<file path="src/rtl/core/bcrp_div.sv">
// pipelined restoring divider, one quotient bit per stage
`timescale 1ns / 1ps
module bcrp_div #(
  parameter int unsigned DNW = 17,
  parameter int unsigned QB  = 16
) (
  input  logic           clk_i,
  input  logic           en_i,
  input  logic [DNW-1:0] rem_i,
  input  logic [QB-1:0]  bits_i,
  input  logic [DNW-1:0] den_i,
  output logic [QB-1:0]  quot_o
);

  logic [DNW-1:0] r_q [QB];
  logic [QB-1:0]  b_q [QB];
  logic [QB-1:0]  q_q [QB];

  for (genvar j = 0; j < QB; j++) begin : g_stage
    logic [DNW-1:0] r_in;
    logic [QB-1:0]  b_in;
    logic [QB-1:0]  q_in;
    logic [DNW:0]   trial;
    logic           ge;
    if (j == 0) begin : g_first
      assign r_in = rem_i;
      assign b_in = bits_i;
      assign q_in = '0;
    end else begin : g_next
      assign r_in = r_q[j-1];
      assign b_in = b_q[j-1];
      assign q_in = q_q[j-1];
    end
    assign trial = {r_in, b_in[QB-1]};
    assign ge    = trial >= {1'b0, den_i};
    always_ff @(posedge clk_i) begin
      if (en_i) begin
        r_q[j] <= ge ? DNW'(trial - {1'b0, den_i}) : trial[DNW-1:0];
        b_q[j] <= b_in << 1;
        q_q[j] <= {q_in[QB-2:0], ge};
      end
    end
  end

  assign quot_o = q_q[QB-1];

endmodule

</file>
<file path="config.mk">
export PLATFORM = sky130hd
export DESIGN_NAME = bcrp_div
export DESIGN_NICKNAME = d
export VERILOG_FILES = /design/src/rtl/core/bcrp_div.sv
export SDC_FILE = /design/constraint.sdc
export NUM_CORES = 1
export LEC_CHECK = 0
export ABC_AREA = 1
export ABC_CLOCK_PERIOD_IN_PS = 3350
export BUFFER_PORTS_ARGS = -buffer_cell sky130_fd_sc_hd__buf_2
export CORE_UTILIZATION = 30
export DETAILED_ROUTE_END_ITERATION = 10
export PLACE_DENSITY = 0.41
export SYNTH_ARGS = -nofsm -noshare
export SYNTH_HDL_FRONTEND = slang
export SYNTH_SLANG_ARGS = --single-unit
</file>
<file path="constraint.sdc">
create_clock -name clk_i -period 3.35 [get_ports clk_i]
set_clock_uncertainty 0.1 [all_clocks]
set_input_delay 0.67 -clock clk_i [delete_from_list [all_inputs] [get_ports clk_i]]
set_output_delay 0.67 -clock clk_i [all_outputs]
set_load 0.01 [all_outputs]
</file>
==> metrics.yaml <==
status: "finished, final reports clean"
r2r_cells: 14
routed-via-count: 29280
clock_latency_ps: 670
cp_data_arrival_time_ps: 2940
areaGrowthSynthToFinish_pct: 14.27
min_period_ps: 2642
synthDistinctLibCells: 39
die_h_um: 349.5
cts.sinks: 511
timing.rr.start: "b_q[6][14]"
grt_overflow_total: 0
cp-start-kind: "flip-flop"
slew_violations: 0
min_to: "b_q[0][8]"
cts-buffers-inserted: 70
antenna_found_initial: 3
p_leak_uw: 0.02120
h-tree-depth: 3
synthesis.nets: 5059
cp.required_ps: 3650
firstDrtPassIters: 6
synthTopCellsByArea: "edfxtp_1, nand2_1, ha_1"
hold_viol_final: 0
drt-total-wl_um: 106800
via_per_inst: 4.474
diodes: 0
ir_drop_mv: 0.4470
hold-path-cell-count: 1
ctsHoldBuffers: 0
synth_ff_type: "edfxtp_1"
fin_crit_sh: 0.7886
synth_edf_count: 511
worstPathMaxFanout: 18
nets: 5214
rows: 127
ant_nets: 0
endpoint_kind: "flip-flop"
io_buffer_count: 67
setup_viol: 0
cts_root_buf: "clkbuf_16"
use_met3: 0.02727
setup_tns_ps: 0
power_density_nw_per_um2: 889.9
syn_inst: 4720
synth_top_cell_by_area: "edfxtp_1"
hp-class: "input pin to flip-flop"
fp.dieW_um: 349.5
core_area_um2: 119800
io_pins: 68
reg2reg_setup_slack_ps: 710
clk_pin_slew_ps: 60
use_met2: 0.2860
clockBufferDepth: 3
fillCellCount: 12830
crit_type: "flip-flop to flip-flop"
grt_pass1_vias: 28410
power.total_uw: 36830
max_slew_margin: 0.5436
die_area_um2: 122100
ys_warn_count: 0
holdCritStartpoint: "bits_i[8]"
drcViolationCount: 0
gp_congestion: 0.8511
initial_utilization: 0.3023
seq_area_frac_synth: 0.4236
syn_area_um2: 36220
synth_seq_cells: 511
netlist.area_leader.share: 0.4236
drive_above_1_share: 0.07139
grt_first_pass_wirelength_um: 165800
busiest_layer: "met2"
wl_per_cell_um: 16.33
cap_violations: 0
grt_max_degree: 109
post_cts_buffers: 0
cts_tree: "done"
ctsResizeCount: 0
clock.fmax_ghz: 0.3785
async_flop_share: 0
r2r-end: "r_q[0][128]"
track_usage: 0.1774
dp_hpwl_um: 77450
worst_slew_pin_slew_ps: 684.6
rsz0062_at_grt: "no"
met1_usage: 0.2455
avgSynthCellArea_um2: 7.674
drt_iter0_markers: 2099
[critical path, cell delays in order (launching register included)]
cell,delay [ps]
edfxtp_1,450
inv_1,90
ha_1,140
inv_1,60
fa_1,390
nand2_1,90
nand2_1,90
nand3_1,100
nand2_2,70
nand2_1,80
nand2_1,100
nand2_4,220
nand2_4,190
nand2_1,120
nand2_1,60
[layer usage]
metal | vias up | part of all wire
met4 | 0 | 0.025
met1 | 13290 | 0.49
met2 | 480 | 0.45
met5 | - | 0
met3 | 131 | 0.040
li1 | 15370 | -
[cells in the final DEF, fill, tap and decap left out, drive strengths merged, types with 16 or more instances in the layout]
cell type	Yosys	final
buf	49	132
xor2	89	89
or2	20	20
nand3	446	446
clkbuf	0	84
ha	272	272
nor2	219	219
a21oi	144	144
nor3	26	26
nand2	2026	2026
inv	790	790
clkinv	0	30
nand4	24	24
edfxtp	511	511
and2	16	16
[registers in the layout, indices dropped and copies added (netlist names)]
name  flops
r_q     255
q_q     136
b_q     120
[worst max path at each step]
stage | from | endpoint | slack [ps]
2_1_floorplan | den_i[1] | r_q[1][39] | 210
3_3_place_gp | den_i[13] | r_q[0][66] | 160
3_5_place_dp | den_i[15] | r_q[0][66] | 170
4_1_cts | b_q[6][14] | r_q[0][128] | 670
5_1_grt | b_q[6][14] | r_q[0][131] | 460
6_report | b_q[6][14] | r_q[0][128] | 710
[cell usage after synthesis, types with 8 or more instances]
library cell  instances
fa_1                 15
nor2_1              194
and2_1               16
nand3_1             446
buf_6                14
o21a_1                8
buf_4                20
xnor2_1              15
inv_1               788
ha_1                272
nand2_4              28
or2_1                15
nor2_4               13
nand4_1              24
nand2_1            1962
xor2_1               89
buf_2                14
nor2_2               12
edfxtp_1            511
and3_1               12
nor3_1               22
nor4_4               11
nand3b_1             11
a21oi_1             144
nand2_2              36
[power breakdown]
group / switching [uW] / leakage, uW / internal, uW / total (uW)
sequential: 1340 / 0.00502 / 9750 / 11100
clock: 3060 / 0.00116 / 4770 / 7830
combinational: 11800 / 0.0150 / 6140 / 17900
total: 16200 / 0.0212 / 20700 / 36800
[cell families (layout without fill, tap and decap cells)]
family | Yosys count | count (layout) | synth area share
compound gates | 164 | 164 | 0.02370
buf+inv | 839 | 1050 | 0.09285
fa+ha+maj | 287 | 287 | 0.1022
simple gates | 2815 | 2815 | 0.3325
xor+xnor | 104 | 104 | 0.02515
flops | 511 | 511 | 0.4236
[final cells by class]
type / instances / area, um^2 / share of cell area
clock buffers: 84 / 1826 / 0.04410
clock inverters: 44 / 564.3 / 0.01363
inverters: 790 / 2965 / 0.07164
multi-input cells: 3370 / 17520 / 0.4232
flip-flops and latches: 511 / 15340 / 0.3707
well taps: 1612 / 2017 / 0.04873
repair buffers: 132 / 1159 / 0.02799
[metrics by stage]
step	setup slack (ps)	instances	instance area, um^2	hold slack, ps	utilization
5_1_grt	464.2	6543	41390	36.00	0.3455
4_1_cts	673.4	6543	41390	17.64	0.3455
2_1_floorplan	212.4	4720	36220	300.3	-
3_3_place_gp	158.3	6415	39000	300.8	0.3255
3_5_place_dp	173.0	6415	39000	304.5	0.3255
6_report	708.1	6543	41390	78.94	0.3455
Power figures use the tool's default switching activity.
